## config.mk

```make
export PLATFORM = sky130hd
export DESIGN_NAME = xmodem_crc_packet_receiver_core
export DESIGN_NICKNAME = d
export VERILOG_FILES = /design/src/xcrc_pkg.sv /design/src/xmodem_crc_packet_receiver_core.sv /design/src/xcrc_commit_addr.sv
export SDC_FILE = /design/constraint.sdc
export NUM_CORES = 1
export LEC_CHECK = 0
export BUFFER_PORTS_ARGS = -buffer_cell sky130_fd_sc_hd__buf_4
export CAP_MARGIN = 20
export CORE_UTILIZATION = 25
export CTS_BUF_LIST = sky130_fd_sc_hd__clkbuf_4 sky130_fd_sc_hd__clkbuf_8 sky130_fd_sc_hd__clkbuf_16
export CTS_CLUSTER_DIAMETER = 80
export DETAILED_ROUTE_END_ITERATION = 7
export PLACE_DENSITY_LB_ADDON = 0.15
export REMOVE_ABC_BUFFERS = 1
export SLEW_MARGIN = 20
export SYNTH_ARGS = -nofsm -noshare
export SYNTH_HDL_FRONTEND = slang
export SYNTH_SLANG_ARGS = --single-unit
```

## constraint.sdc

```tcl
create_clock -name clk -period 12.9 [get_ports clk]
set_input_delay 1.29 -clock clk [delete_from_list [all_inputs] [get_ports clk]]
set_output_delay 1.29 -clock clk [all_outputs]
set_load 0.01 [all_outputs]
```

## src/xcrc_pkg.sv

```systemverilog
// Shared constants, types and the byte-wide CRC-16 update for the Xmodem-CRC receiver.
// Used by xcrc_commit_addr and xmodem_crc_packet_receiver_core; depends on nothing else.
`default_nettype none

package xcrc_pkg;

    // Page and slot sizes are powers of two.
    localparam int PAGE_BYTES   = 1024;
    localparam int SLOT_BYTES   = 65536;
    localparam int PKT_PER_PAGE = PAGE_BYTES / 128;
    localparam int PPP_BITS     = $clog2(PKT_PER_PAGE);
    localparam int PAGE_BITS    = $clog2(PAGE_BYTES);
    localparam int SLOT_BITS    = $clog2(SLOT_BYTES);

    localparam logic [10:0] COMMIT_FULL_LEN = 11'(PAGE_BYTES % 2048);

    localparam logic [7:0]  BYTE_SOH = 8'h01;
    localparam logic [7:0]  BYTE_EOT = 8'h04;
    localparam logic [7:0]  BYTE_ACK = 8'h06;
    localparam logic [7:0]  BYTE_NAK = 8'h15;
    localparam logic [15:0] CRC_POLY = 16'h1021;

    localparam logic [7:0] POS_DATA_FIRST = 8'd3;
    localparam logic [7:0] POS_DATA_LAST  = 8'd130;
    localparam logic [7:0] POS_CRC_HIGH   = 8'd131;
    localparam logic [7:0] POS_CRC_LOW    = 8'd132;
    localparam logic [7:0] POS_MAX        = 8'd255;

    localparam logic [1:0] CFG_TARGET_EXTERNAL = 2'd0;
    localparam logic [1:0] CFG_EXTERNAL_SLOT   = 2'd1;
    localparam logic [1:0] CFG_INTERNAL_BASE   = 2'd2;

    localparam logic [31:0] INTERNAL_BASE_RESET = 32'h0800_4000;

    typedef struct packed {
        logic        target_external;
        logic [3:0]  external_slot;
        logic [31:0] internal_base;
    } cfg_t;

    typedef struct packed {
        logic        stage_valid;
        logic [9:0]  stage_offset;
        logic [7:0]  stage_byte;
        logic        reply_valid;
        logic [7:0]  reply_byte;
        logic        commit_valid;
        logic [31:0] commit_addr;
        logic [10:0] commit_len;
        logic        transfer_done;
        logic [22:0] image_bytes;
    } res_t;

    // MSB-first CRC-16 update by one byte.
    function automatic logic [15:0] crc16_step(input logic [15:0] crc, input logic [7:0] data);
        logic [15:0] c;
        c = crc ^ {data, 8'h00};
        for (int k = 0; k < 8; k++)
        begin
            if (c[15])
            begin
                c = {c[14:0], 1'b0} ^ CRC_POLY;
            end
            else
            begin
                c = {c[14:0], 1'b0};
            end
        end
        return c;
    endfunction

endpackage

`default_nettype wire

```

## src/xmodem_crc_packet_receiver_core.sv

```systemverilog
// Xmodem-CRC packet receiver: one word in per received byte, one result word out per byte.
// A result word is formed from the input register and held in the result register until it is taken.
// Throughput is one word per cycle while out_stall is low, set by the byte-wide CRC-16 update done combinationally.
// An input register and a result register part the two channels, so a byte is taken while a result waits.
// Reset clears all protocol state and the valid flags and loads the configuration defaults.
// Depends on xcrc_pkg and xcrc_commit_addr.
`default_nettype none

module xmodem_crc_packet_receiver_core (
    input  logic        clk,
    input  logic        rst_n,
    input  logic        in_valid,
    output logic        in_stall,
    input  logic [7:0]  rx_byte,
    input  logic        end_of_message,
    output logic        out_valid,
    input  logic        out_stall,
    output logic        stage_valid,
    output logic [9:0]  stage_offset,
    output logic [7:0]  stage_byte,
    output logic        reply_valid,
    output logic [7:0]  reply_byte,
    output logic        commit_valid,
    output logic [31:0] commit_addr,
    output logic [10:0] commit_len,
    output logic        transfer_done,
    output logic [22:0] image_bytes,
    input  logic        cfg_valid,
    output logic        cfg_ready,
    input  logic [1:0]  cfg_index,
    input  logic [31:0] cfg_data
);
    import xcrc_pkg::*;

    cfg_t        cfg_reg;
    logic        s1_valid_reg;
    logic [7:0]  s1_byte_reg;
    logic        s1_eom_reg;
    logic        out_valid_reg;
    res_t        res_reg;
    res_t        res_next;

    logic [15:0] crc_accum_reg, crc_accum_next;
    logic [7:0]  byte_pos_reg, byte_pos_next;
    logic        first_soh_reg, first_soh_next;
    logic [7:0]  crc_high_reg, crc_high_next;
    logic [15:0] packet_count_reg, packet_count_next;
    logic        finished_reg, finished_next;

    logic                advance;
    logic                in_fire;
    logic                soh_cur;
    logic [15:0]         crc_cur;
    logic [15:0]         crc_upd;
    logic                in_data;
    logic [7:0]          pos_m3;
    logic [PPP_BITS-1:0] page_slot;
    logic [15:0]         count_inc;
    logic [31:0]         off_wide;
    logic [31:0]         rem_len_wide;
    logic [31:0]         page_index;
    logic [31:0]         page_addr;

    assign advance   = s1_valid_reg && (!out_valid_reg || !out_stall);
    assign in_stall  = s1_valid_reg && !advance;
    assign in_fire   = in_valid && !in_stall;
    assign cfg_ready = 1'b1;

    // A full page closes the page before the new count; the end of transfer uses the open one.
    assign page_index = (byte_pos_reg == 8'd0) ? 32'(packet_count_reg >> PPP_BITS)
                                               : 32'(count_inc >> PPP_BITS) - 32'd1;

    xcrc_commit_addr u_commit_addr (
        .cfg        (cfg_reg),
        .page_index (page_index),
        .addr       (page_addr)
    );

    assign soh_cur      = (byte_pos_reg == 8'd0) ? (s1_byte_reg == BYTE_SOH) : first_soh_reg;
    assign crc_cur      = (byte_pos_reg == 8'd0) ? 16'h0000 : crc_accum_reg;
    assign crc_upd      = crc16_step(crc_cur, s1_byte_reg);
    assign in_data      = (byte_pos_reg >= POS_DATA_FIRST) && (byte_pos_reg <= POS_DATA_LAST);
    assign pos_m3       = byte_pos_reg - POS_DATA_FIRST;
    assign page_slot    = packet_count_reg[PPP_BITS-1:0];
    assign count_inc    = packet_count_reg + 16'd1;
    assign off_wide     = (32'(page_slot) << 7) | 32'(pos_m3[6:0]);
    assign rem_len_wide = 32'(page_slot) << 7;

    always_comb
    begin
        crc_accum_next    = crc_accum_reg;
        byte_pos_next     = byte_pos_reg;
        first_soh_next    = first_soh_reg;
        crc_high_next     = crc_high_reg;
        packet_count_next = packet_count_reg;
        finished_next     = finished_reg;
        res_next          = '0;
        if (!finished_reg)
        begin
            first_soh_next = soh_cur;
            crc_accum_next = in_data ? crc_upd : crc_cur;
            if (in_data && soh_cur)
            begin
                res_next.stage_valid  = 1'b1;
                res_next.stage_offset = off_wide[9:0];
                res_next.stage_byte   = s1_byte_reg;
            end
            if (byte_pos_reg == POS_CRC_HIGH)
            begin
                crc_high_next = s1_byte_reg;
            end
            if (s1_eom_reg)
            begin
                if ((byte_pos_reg == POS_CRC_LOW) && soh_cur)
                begin
                    res_next.reply_valid = 1'b1;
                    if ({crc_high_reg, s1_byte_reg} == crc_cur)
                    begin
                        packet_count_next   = count_inc;
                        res_next.reply_byte = BYTE_ACK;
                        if (count_inc[PPP_BITS-1:0] == '0)
                        begin
                            res_next.commit_valid = 1'b1;
                            res_next.commit_addr  = page_addr;
                            res_next.commit_len   = COMMIT_FULL_LEN;
                        end
                    end
                    else
                    begin
                        res_next.reply_byte = BYTE_NAK;
                    end
                end
                else if ((byte_pos_reg == 8'd0) && (s1_byte_reg == BYTE_EOT))
                begin
                    res_next.reply_valid = 1'b1;
                    res_next.reply_byte  = BYTE_ACK;
                    if (page_slot != '0)
                    begin
                        res_next.commit_valid = 1'b1;
                        res_next.commit_addr  = page_addr;
                        res_next.commit_len   = rem_len_wide[10:0];
                    end
                    res_next.transfer_done = 1'b1;
                    res_next.image_bytes   = {packet_count_reg, 7'b0};
                    finished_next          = 1'b1;
                end
                byte_pos_next = 8'd0;
            end
            else if (byte_pos_reg != POS_MAX)
            begin
                byte_pos_next = byte_pos_reg + 8'd1;
            end
        end
    end

    always_ff @(posedge clk or negedge rst_n)
    begin
        if (!rst_n)
        begin
            cfg_reg.target_external <= 1'b0;
            cfg_reg.external_slot   <= 4'd0;
            cfg_reg.internal_base   <= INTERNAL_BASE_RESET;
            s1_valid_reg            <= 1'b0;
            out_valid_reg           <= 1'b0;
            crc_accum_reg           <= 16'h0000;
            byte_pos_reg            <= 8'd0;
            first_soh_reg           <= 1'b0;
            crc_high_reg            <= 8'd0;
            packet_count_reg        <= 16'd0;
            finished_reg            <= 1'b0;
        end
        else
        begin
            if (cfg_valid && cfg_ready)
            begin
                case (cfg_index)
                    CFG_TARGET_EXTERNAL: cfg_reg.target_external <= cfg_data[0];
                    CFG_EXTERNAL_SLOT:   cfg_reg.external_slot   <= cfg_data[3:0];
                    CFG_INTERNAL_BASE:   cfg_reg.internal_base   <= cfg_data;
                    default:             cfg_reg                 <= cfg_reg;
                endcase
            end
            if (in_fire)
            begin
                s1_valid_reg <= 1'b1;
            end
            else if (advance)
            begin
                s1_valid_reg <= 1'b0;
            end
            if (advance)
            begin
                out_valid_reg    <= 1'b1;
                crc_accum_reg    <= crc_accum_next;
                byte_pos_reg     <= byte_pos_next;
                first_soh_reg    <= first_soh_next;
                crc_high_reg     <= crc_high_next;
                packet_count_reg <= packet_count_next;
                finished_reg     <= finished_next;
            end
            else if (!out_stall)
            begin
                out_valid_reg <= 1'b0;
            end
        end
    end

    always_ff @(posedge clk)
    begin
        if (in_fire)
        begin
            s1_byte_reg <= rx_byte;
            s1_eom_reg  <= end_of_message;
        end
        if (advance)
        begin
            res_reg <= res_next;
        end
    end

    assign out_valid     = out_valid_reg;
    assign stage_valid   = res_reg.stage_valid;
    assign stage_offset  = res_reg.stage_offset;
    assign stage_byte    = res_reg.stage_byte;
    assign reply_valid   = res_reg.reply_valid;
    assign reply_byte    = res_reg.reply_byte;
    assign commit_valid  = res_reg.commit_valid;
    assign commit_addr   = res_reg.commit_addr;
    assign commit_len    = res_reg.commit_len;
    assign transfer_done = res_reg.transfer_done;
    assign image_bytes   = res_reg.image_bytes;

    // A commit or the end of the transfer is always acknowledged.
    a_commit_acked: assert property (@(posedge clk) disable iff (!rst_n)
        out_valid && (commit_valid || transfer_done) |-> reply_valid && (reply_byte == BYTE_ACK))
        else $error("commit or transfer end without an acknowledge");

    // Staging and replies come from different byte positions of a message.
    a_stage_no_reply: assert property (@(posedge clk) disable iff (!rst_n)
        out_valid && stage_valid |-> !reply_valid && !commit_valid)
        else $error("staged byte and reply in the same result word");

    // Once the transfer has finished, every later result word is empty.
    a_finished_quiet: assert property (@(posedge clk) disable iff (!rst_n)
        finished_reg && advance |=> out_valid && !stage_valid && !reply_valid && !commit_valid)
        else $error("result word carries data after the transfer finished");

    // The packet counter moves only on an acknowledged data packet.
    a_count_on_ack: assert property (@(posedge clk) disable iff (!rst_n)
        packet_count_reg != $past(packet_count_reg) |-> out_valid && reply_valid
            && (reply_byte == BYTE_ACK) && !transfer_done)
        else $error("packet counter changed without an acknowledged packet");

    // The input side stalls only while a word sits in the input register.
    a_stall_held: assert property (@(posedge clk) disable iff (!rst_n)
        in_stall |-> s1_valid_reg && out_valid_reg && out_stall)
        else $error("input stalled with no word held");

endmodule

`default_nettype wire

```

## src/xcrc_commit_addr.sv

```systemverilog
// Flash address of a page commit, internal from the base or external by slot.
// Depends on xcrc_pkg for the configuration struct and the page and slot sizes.
`default_nettype none

module xcrc_commit_addr (
    input  xcrc_pkg::cfg_t cfg,
    input  logic [31:0]    page_index,
    output logic [31:0]    addr
);
    import xcrc_pkg::*;

    logic [31:0] page_off;
    logic [31:0] slot_start;
    logic [31:0] start;

    assign page_off   = page_index << PAGE_BITS;
    assign slot_start = 32'(cfg.external_slot) << SLOT_BITS;
    assign start      = cfg.target_external ? slot_start : cfg.internal_base;
    assign addr       = start + page_off;

endmodule

`default_nettype wire
```

==> metrics, run 1 <==
status=completed; Worst Path Arrival=4.98 ns; worst-skew pair later-pin latency=0.45 ns; final net count=1061; Post-CTS Setup Inserts=0; clk slew on worst S/H paths=0.07 ns; synth warn=0; # IOs=147; RSZ-0062 raised after global routing=false; Worst Setup Start Kind=flip-flop; commonest register cell after synthesis=dfrtp_1; crit-path max cell delay=0.49 ns; setup total negative slack=0 ns; DRT Pass-1 Iters=4; ys async rst share=51.1%; Logic pwr share=18.8%; # clock sinks=174; Buf/Inv on CP=0; Tcrit/Tclk final=37.1%; post-place setup slack=8.13 ns; drt initial violations=294; vias in the first global route=6565; maximum fanout along the worst path=7; via density per instance=4.38; post-CTS resize count=0; Syn Area/Cell=10.9 um^2; Final Wtd Congestion=0.775; Worst Skew=0.0161 ns; Crit path required time=13.09 ns; layout cells sized above 1=24.8%; grt total ovfl=0; post-route ant nets=0; pwr dens=127 nW/um^2; critical-path cell list=ha_1 > and3_1 > xnor2_1 > ha_1 > o21ai_0 > nor4_1 > o21ai_1 > nor2b_1 > mux2i_1 > xnor2_1 > ha_1 > a21o_1 > a21o_1 > a2111o_1 > a31o_2 > a31oi_1 > xor2_1 > nor2_1; total CTS buffers=17; Die Ht=198 um; number of flip-flops in the largest register=37; most frequent CP cell=ha_1; Hold-fix buffers, CTS=0; largest net degree at the start of global routing=72; Seq pwr share=43.7%; Layout area overhead=20.6%; P_leak=4.84 nW; slowest library cell on the worst path=nor4_1; GRT Total Usage=12.6%; EDFF count, synth=85; CP Capture Type=flip-flop; Min-Delay Path Class=flip-flop to flip-flop; Final WS setup=8.11 ns; pins over their slew limit=0; Maximum Capacitance Violations=0; post-route minimum period=4.79 ns; detailed placer's ending HPWL=16600 um; Netlist Area Pre-Place=9620 um^2; critical path class=flip-flop to flip-flop; synthesized instance count=880; Worst IR Drop VDD=93.8 uV; sequential element share of the synthesized area=49.7%; count of final hold-check violations=0; vias=6601; Max Root-Sink Buffers=2; Core ar.=37800 um^2; switching share of power=27.4%; fmax=209 MHz; CTS H-tree lvls=4; antenna violations before repair=0; Root Driver=clkbuf_16; Routed wire per std cell=15.9 um; Worst-Margin Slew=1.04 ns; crit-path leading delay family=compound AO/OA/AOI/OAI gates; WHS=0.500 ns; Unique masters post-synth=73; final wirelength=23900 um; Clock power frac=37.5%; Residual DRC=0; # rows=71; initial core utilization=25.5%; die span in x=198 um; CTS tree=yes; FF+latch count, synth=174; Port Buffer Count=127; # setup viols final=0; Psw=404 uW; Int Power=1.07 mW; first-pass GRT wire length=37600 um; ANT cells=0; Slew headroom=30.8%; Die ar.=39200 um^2
[synth_stat cells (16+ instances only)]
cell	n	area, um^2
nor2b_1	23	144
and2_1	36	225
xor2_1	29	254
inv_1	20	75.1
nand2_1	68	255
xnor2_1	67	587
clkbuf_1	27	101
a21oi_1	30	150
ha_1	28	350
nor2_1	61	229
nand3_1	17	85.1
dfrtp_1	87	2180
buf_4	25	188
nor3_1	16	80.1
edfxtp_1	85	2550
mux2_2	51	574
o21ai_0	28	140
and3_1	21	131
[logic make-up (layout without fill, tap and decap cells)]
family / Yosys count / count (layout) / share of synthesized area, %
AOI/OAI and AO/OA: 126 / 126 / 8.60
xor gates and xnor gates: 96 / 96 / 8.74
adders and majority gates: 29 / 29 / 3.85
buffers and inverters: 90 / 190 / 4.87
DFF: 174 / 174 / 49.7
muxes: 54 / 54 / 6.28
other: 2 / 19 / 0.0781
and+or+nand+nor: 309 / 309 / 17.8
[stage by stage]
stage	cells	total power [mW]	instance area, um^2	utilization (%)
detailed placement	1476	0.936	11000	29.1
floorplan	827	0.842	9290	-
global placement	1476	0.936	11000	29.1
global route	1508	1.55	11600	30.7
finish	1508	1.47	11600	30.7
CTS	1508	1.50	11600	30.7
[worst reg2reg max path, stage by stage (launching register included)]
cell	delay, ns
dfrtp_1	0.44
ha_1	0.32
and3_1	0.30
xnor2_1	0.14
ha_1	0.21
o21ai_0	0.12
nor4_1	0.49
o21ai_1	0.26
nor2b_1	0.19
mux2i_1	0.24
xnor2_1	0.10
ha_1	0.27
a21o_1	0.20
a21o_1	0.18
a2111o_1	0.41
a31o_2	0.25
a31oi_1	0.20
xor2_1	0.16
nor2_1	0.06
[worst paths after layout]
kind / startpoint / endpoint / slack, ns / depth (start not counted)
max: packet_count_reg[0]$_DFFE_PN0P_ / commit_addr[30]$_SDFFCE_PP0P_ / 8.11 / 18
min: cfg_reg[4]$_DFFE_PN0P_ / cfg_reg[4]$_DFFE_PN0P_ / 0.50 / 1
max reg2reg: packet_count_reg[0]$_DFFE_PN0P_ / commit_addr[30]$_SDFFCE_PP0P_ / 8.11 / 18
min reg2reg: cfg_reg[4]$_DFFE_PN0P_ / cfg_reg[4]$_DFFE_PN0P_ / 0.50 / 1
max in group asynchronous: rst_n / finished_reg$_DFFE_PN0P_ / 11.15 / 2
min in group asynchronous: rst_n / cfg_reg[5]$_DFFE_PN0P_ / 0.73 / 1
[power groups by stage]
| stage | Combinational (mW) | Clock (mW) | Sequential [mW] |
|---|---|---|---|
| final | 0.277 | 0.553 | 0.644 |
| after global routing | 0.308 | 0.592 | 0.649 |
| after CTS | 0.281 | 0.573 | 0.645 |
| after detailed placement | 0.280 | 0 | 0.656 |
| after global placement | 0.280 | 0 | 0.656 |
| after floorplan | 0.183 | 0 | 0.659 |
[final cells by class]
class                   instances  area, um^2
clock buffers                  23         529
inverters                      20        76.3
repair buffers                138        1040
fillers                      3894       26200
clock inverters                 9        92.6
multi-input cells             633        4440
well taps                     511         639
flip-flops and latches        174        4780
[per-layer routing]
metal	GRT usage (%)	wire length, um	vias to the layer above
li1	-	-	3288
met1	16.9	11300	3175
met2	20.3	11500	118
met3	2.55	774	20
met4	4.05	333	0
met5	0	0	-
[cells in the final DEF (no fill, tap or decap), drive strengths merged, types with 18 or more instances in the layout]
master | Yosys | final
buf | 43 | 138
dfrtp | 87 | 87
edfxtp | 85 | 85
nand2 | 73 | 73
xnor2 | 67 | 67
nor2 | 62 | 62
mux2 | 51 | 51
and2 | 36 | 36
o21ai | 31 | 31
a21oi | 30 | 30
xor2 | 29 | 29
ha | 28 | 28
inv | 20 | 25
nor2b | 23 | 23
clkbuf | 27 | 23
and3 | 22 | 22
nor3 | 20 | 20
conb | 2 | 19
nand3 | 18 | 18
No activity file was read; power rests on OpenSTA's default activity.
==> run 2: changes to the inputs <==
==> constraint.sdc (replaced) <==
create_clock -name clk -period 4.65 [get_ports clk]
set_input_delay 0.465 -clock clk [delete_from_list [all_inputs] [get_ports clk]]
set_output_delay 0.465 -clock clk [all_outputs]
set_load 0.01 [all_outputs]
==> metrics, run 2 (synthesis gave the netlist of run 1 again) <==
Clock power frac=35.2% (-2.3 points); # clock sinks=174 (unchanged); total CTS buffers=17 (unchanged); Slew headroom=38.3% (+7.4 points); ANT cells=0 (unchanged); largest net degree at the start of global routing=47 (-35%); RSZ-0062 raised after global routing=false; Crit path required time=4.84 ns (-8.25 ns); Root Driver=clkbuf_16; Hold-fix buffers, CTS=0 (unchanged); Die ar.=39200 um^2 (unchanged); drt initial violations=261 (-11%); Die Ht=198 um (unchanged); Worst Path Arrival=4.48 ns (-0.50 ns); switching share of power=28.4% (+0.94 points); Final Util=31.1% (+0.36 points); pins over their slew limit=0 (unchanged); Worst R2R End=commit_addr[27]$_SDFFCE_PP0P_; Port Buffer Count=127 (unchanged); GRT Total Usage=12.7% (+0.080 points); R2R depth=16 (-2); # setup viols final=0 (unchanged); Worst Setup Start Kind=flip-flop; WHS=0.0607 ns (-0.439 ns); DRT Pass-1 Iters=4 (unchanged); layout cells sized above 1=26.7% (+2.0 points); Int Power=2.82 mW (+160%); vias=6630 (+0.44%); Layout area overhead=22.0%; CP Capture Type=flip-flop; status=completed; critical path class=flip-flop to flip-flop; # IOs=147 (unchanged); maximum fanout along the worst path=9 (+2); Worst IR Drop VDD=262 uV (+180%); Final Wtd Congestion=0.779 (+0.53%); via density per instance=4.33 (-1.1%); Worst Skew=0.0198 ns (+0.00370 ns); cell count after placement=1500 (+1.6%); met2 Use GR=20.9% (+0.65 points); CTS H-tree lvls=4 (unchanged); met1 usage=16.6% (-0.26 points); detailed placer's ending HPWL=17400 um (+4.8%); most frequent cells in the layout=161 x buf_4, 87 x dfrtp_1, 85 x edfxtp_1; final net count=1085 (+2.3%); grt total ovfl=0 (unchanged); post-route minimum period=4.28 ns (-0.507 ns); Non-Filler Instances=1532 (+1.6%); Psw=1.12 mW (+180%); initial core utilization=25.5% (unchanged); commonest non-fill, non-tap cell in the layout=buf_4; clk slew on worst S/H paths=0.07 ns (about the same); CTS tree=yes; GR peak layer=met2; first-pass GRT wire length=37800 um (+0.61%); Residual DRC=0 (unchanged); post-route ant nets=0 (unchanged); Reg-to-Reg Start=packet_count_reg[3]$_DFFE_PN0P_; antenna violations before repair=0 (unchanged); setup total negative slack=0 ns (unchanged); Core ar.=37800 um^2 (unchanged); count of final hold-check violations=0 (unchanged); vias in the first global route=6609 (+0.67%); P_leak=4.94 nW (+2.0%); Routed wire per std cell=15.8 um (-0.63%); die span in x=198 um (unchanged); fmax=233 MHz (+12%); Maximum Capacitance Violations=0 (unchanged); number of flip-flops in the largest register=37 (unchanged); reg2reg setup slack=0.37 ns (-7.74 ns); final wirelength=24100 um (+0.95%); Logic pwr share=19.3% (+0.5 points); Worst-Margin Slew=0.923 ns (-0.115 ns); Max Root-Sink Buffers=2 (unchanged); pwr dens=336 nW/um^2 (+160%); # rows=71 (unchanged); Min-Delay Path Class=input port to asynchronous set/reset pin; worst-skew pair later-pin latency=0.45 ns (about the same); GR Util met3=2.74% (+0.19 points); Tcrit/Tclk final=92.1% (+55 points); Seq pwr share=45.5% (+1.8 points)
-- run 2: worst max-delay path by stage --
stage                                          from                            end
detailed placement  packet_count_reg[0]$_DFFE_PN0P_  commit_addr[30]$_SDFFCE_PP0P_
CTS                 packet_count_reg[0]$_DFFE_PN0P_  commit_addr[30]$_SDFFCE_PP0P_
global route        packet_count_reg[4]$_DFFE_PN0P_  commit_addr[30]$_SDFFCE_PP0P_
floorplan               byte_pos_reg[0]$_DFFE_PN0P_  commit_addr[30]$_SDFFCE_PP0P_
finish              packet_count_reg[3]$_DFFE_PN0P_  commit_addr[27]$_SDFFCE_PP0P_
global placement    packet_count_reg[0]$_DFFE_PN0P_  commit_addr[30]$_SDFFCE_PP0P_
-- run 2: metal layers --
metal  wire [um]  up-vias
met2       11900      100
met4         235        0
met5           0        -
li1            -     3328
met1       11200     3187
met3         819       15
-- run 2: stage by stage --
stage	area, um^2	total power, mW	setup WS (ns)
global placement	11100	2.59	0.339
detailed placement	11200	2.59	0.312
floorplan	9290	2.34	0.406
global route	11700	4.16	0.0380
CTS	11700	4.02	0.292
finish	11700	3.94	0.365
-- run 2: critical path, stage by stage (launching register included) --
cell and delay, ns:
dfrtp_1 0.50, and4_1 0.35, a2111o_1 0.44, a32o_1 0.30
a31oi_2 0.23, and2b_1 0.19, xnor2_1 0.12, nand2_1 0.08
xnor2_1 0.12, ha_1 0.35, a21oi_1 0.09, nor2b_1 0.19
a211oi_1 0.07, nor3_1 0.52, a21boi_0 0.24, xor2_1 0.18
nor2_1 0.05
-- run 2: power by group through the flow --
stage,Sequential (mW),Combinational [mW],Clock [mW]
floorplan,1.83,0.507,0
CTS,1.79,0.772,1.45
finish,1.79,0.761,1.39
global route,1.81,0.850,1.50
detailed placement,1.83,0.769,0
global placement,1.82,0.770,0
-- run 2: cell type report --
type / instances / area [um^2]
clock buffers: 19 / 453
inverters: 20 / 76.3
repair buffers: 162 / 1220
fillers: 3912 / 26000
well taps: 511 / 639
flip-flops and latches: 174 / 4780
clock inverters: 13 / 106
multi-input cells: 633 / 4450
-- run 2: repair_timing --
| action | CTS | global route |
|---|---|---|
| setup buffers | 0 | 0 |
| resized for setup | 0 | 3 |
| endpoints found under the setup margin | 0 | 1 |
==> run 3: changes to the inputs <==
==> constraint.sdc (replaced) <==
create_clock -name clk -period 4.6 [get_ports clk]
set_input_delay 0.46 -clock clk [delete_from_list [all_inputs] [get_ports clk]]
set_output_delay 0.46 -clock clk [all_outputs]
set_load 0.01 [all_outputs]
==> metrics, run 3 (synthesis gave the netlist of run 1 again) <==
status=completed; DRT Pass-1 Iters=4 (unchanged); first-pass GRT wire length=38800 um (+2.4%); ANT cells=0 (unchanged); # setup viols final=0 (unchanged); DP Area=11200 um^2 (+0.27%); worst-skew pair later-pin latency=0.44 ns (about the same); post-route minimum period=4.26 ns (-0.0278 ns); count of final hold-check violations=0 (unchanged); post-place setup slack=0.215 ns (-0.0969 ns); Slew headroom=32.9% (-5.3 points); Routed wire per std cell=15.9 um (+0.65%); die span in x=198 um (unchanged); CTS H-tree lvls=4 (unchanged); Final Util=31.3% (+0.26 points); total CTS buffers=17 (unchanged); Max Root-Sink Buffers=2 (unchanged); fmax=235 MHz (+0.65%); setup total negative slack=0 ns (unchanged); crit-path leading delay family=compound AO/OA/AOI/OAI gates; crit-path max cell delay=0.52 ns (about the same); Worst-Margin Slew=1.00 ns (+0.0795 ns); Worst IR Drop VDD=257 uV (-2.0%); Worst Setup Start Kind=flip-flop; Root Driver=clkbuf_16; antenna violations before repair=0 (unchanged); vias=6719 (+1.3%); final net count=1092 (+0.65%); critical-path cell list=and4_2 > nand3_1 > xnor2_1 > nor4_1 > buf_4 > o21ai_1 > nor2b_1 > mux2i_1 > xnor2_1 > ha_1 > a21o_1 > a21o_1 > a2111o_1 > a31o_2 > a31oi_1 > xor2_1 > nor2_1; Die ar.=39200 um^2 (unchanged); # clock sinks=174 (unchanged); Crit path required time=4.79 ns (-0.05 ns); post-route ant nets=0 (unchanged); Final Wtd Congestion=0.792 (+1.6%); commonest non-fill, non-tap cell in the layout=buf_4; CTS tree=yes; # IOs=147 (unchanged); Hold-fix buffers, CTS=0 (unchanged); maximum fanout along the worst path=9 (unchanged); # rows=71 (unchanged); WHS=0.0831 ns (+0.0223 ns); cell area after layout=11800 um^2 (+0.84%); Non-Filler Instances=1539 (+0.46%); Port Buffer Count=127 (unchanged); drt initial violations=307 (+18%); P_leak=5.00 nW (+1.1%); pwr dens=347 nW/um^2 (+3.2%); clk slew on worst S/H paths=0.08 ns (about the same); Maximum Capacitance Violations=0 (unchanged); critical path class=flip-flop to flip-flop; Worst Skew=0.0122 ns (-0.00756 ns); Final WS setup=0.343 ns (-0.0222 ns); Tcrit/Tclk final=92.5% (+0.40 points); CP Capture Type=flip-flop; number of flip-flops in the largest register=37 (unchanged); Buf/Inv on CP=1 (+1); Core ar.=37800 um^2 (unchanged); cell count after placement=1505 (+0.33%); RSZ-0062 raised after global routing=false; largest net degree at the start of global routing=54 (+15%); grt total ovfl=0 (unchanged); most frequent cells in the layout=168 x buf_4, 87 x dfrtp_1, 85 x edfxtp_1; final wirelength=24400 um (+1.1%); Worst Path Arrival=4.45 ns (-0.03 ns); initial core utilization=25.5% (unchanged); detailed placer's ending HPWL=17700 um (+1.4%); Power, Total=4.10 mW (+4.1%); vias in the first global route=6881 (+4.1%); via density per instance=4.37 (+0.88%); Layout area overhead=23.0%; GRT Total Usage=13.0% (+0.28 points); slowest library cell on the worst path=dfrtp_1; Residual DRC=0 (unchanged); Die Ht=198 um (unchanged); Min-Delay Path Class=input port to asynchronous set/reset pin; pins over their slew limit=0 (unchanged); layout cells sized above 1=27.3% (+0.60 points)
[run 3: changes by cell type in the layout (fill, tap and decap cells not counted), sizes merged]
| cell | delta |
|---|---|
| clkinv | -2 |
| buf | +7 |
| bufinv | +2 |
[run 3: area by class of cell]
type                       instances  area [um^2]
fill                            3909        25900
sequential                       174         4780
multi-input combinational        633         4450
timing repair buffer             169         1280
tap                              511          639
clock buffer                      19          447
clock inverter                    13          153
inverter                          20         76.3
[run 3: routing by layer]
metal | global-route usage (%) | wire, um | vias up | part of all wire [%]
met5 | 0 | 0 | - | 0
met3 | 2.40 | 710 | 13 | 2.9
met2 | 21.9 | 11900 | 88 | 49
li1 | - | - | 3343 | -
met1 | 16.9 | 11500 | 3275 | 47
met4 | 3.45 | 259 | 0 | 1.1
[run 3: worst paths after layout]
kind | from | end | slack [ns] | cells past startpoint
worst min-delay path | rst_n | cfg_reg[7]$_DFFE_PN0P_ | 0.08 | 1
max in group asynchronous | rst_n | cfg_reg[14]$_DFFE_PN1P_ | 3.46 | 2
worst min register to register | first_soh_reg$_DFFE_PN0P_ | first_soh_reg$_DFFE_PN0P_ | 0.49 | 2
worst max register to register | packet_count_reg[3]$_DFFE_PN0P_ | commit_addr[30]$_SDFFCE_PP0P_ | 0.34 | 17
min in group clk | rx_byte[0] | s1_byte_reg[0]$_DFFE_PP_ | 0.19 | 1
worst max-delay path | packet_count_reg[3]$_DFFE_PN0P_ | commit_addr[30]$_SDFFCE_PP0P_ | 0.34 | 17
[run 3: where the power goes]
group	switching [mW]	total [mW]	leakage, nW	internal [mW]
Combinational	0.398	0.783	2.72	0.385
Clock	0.674	1.51	0.285	0.831
Sequential	0.0622	1.81	1.99	1.75
[run 3: repair_timing]
item,CTS,global route
buffers inserted,0,1
resized for setup,0,4
hold endpoints to repair,0,0
setup endpoints to repair,0,5
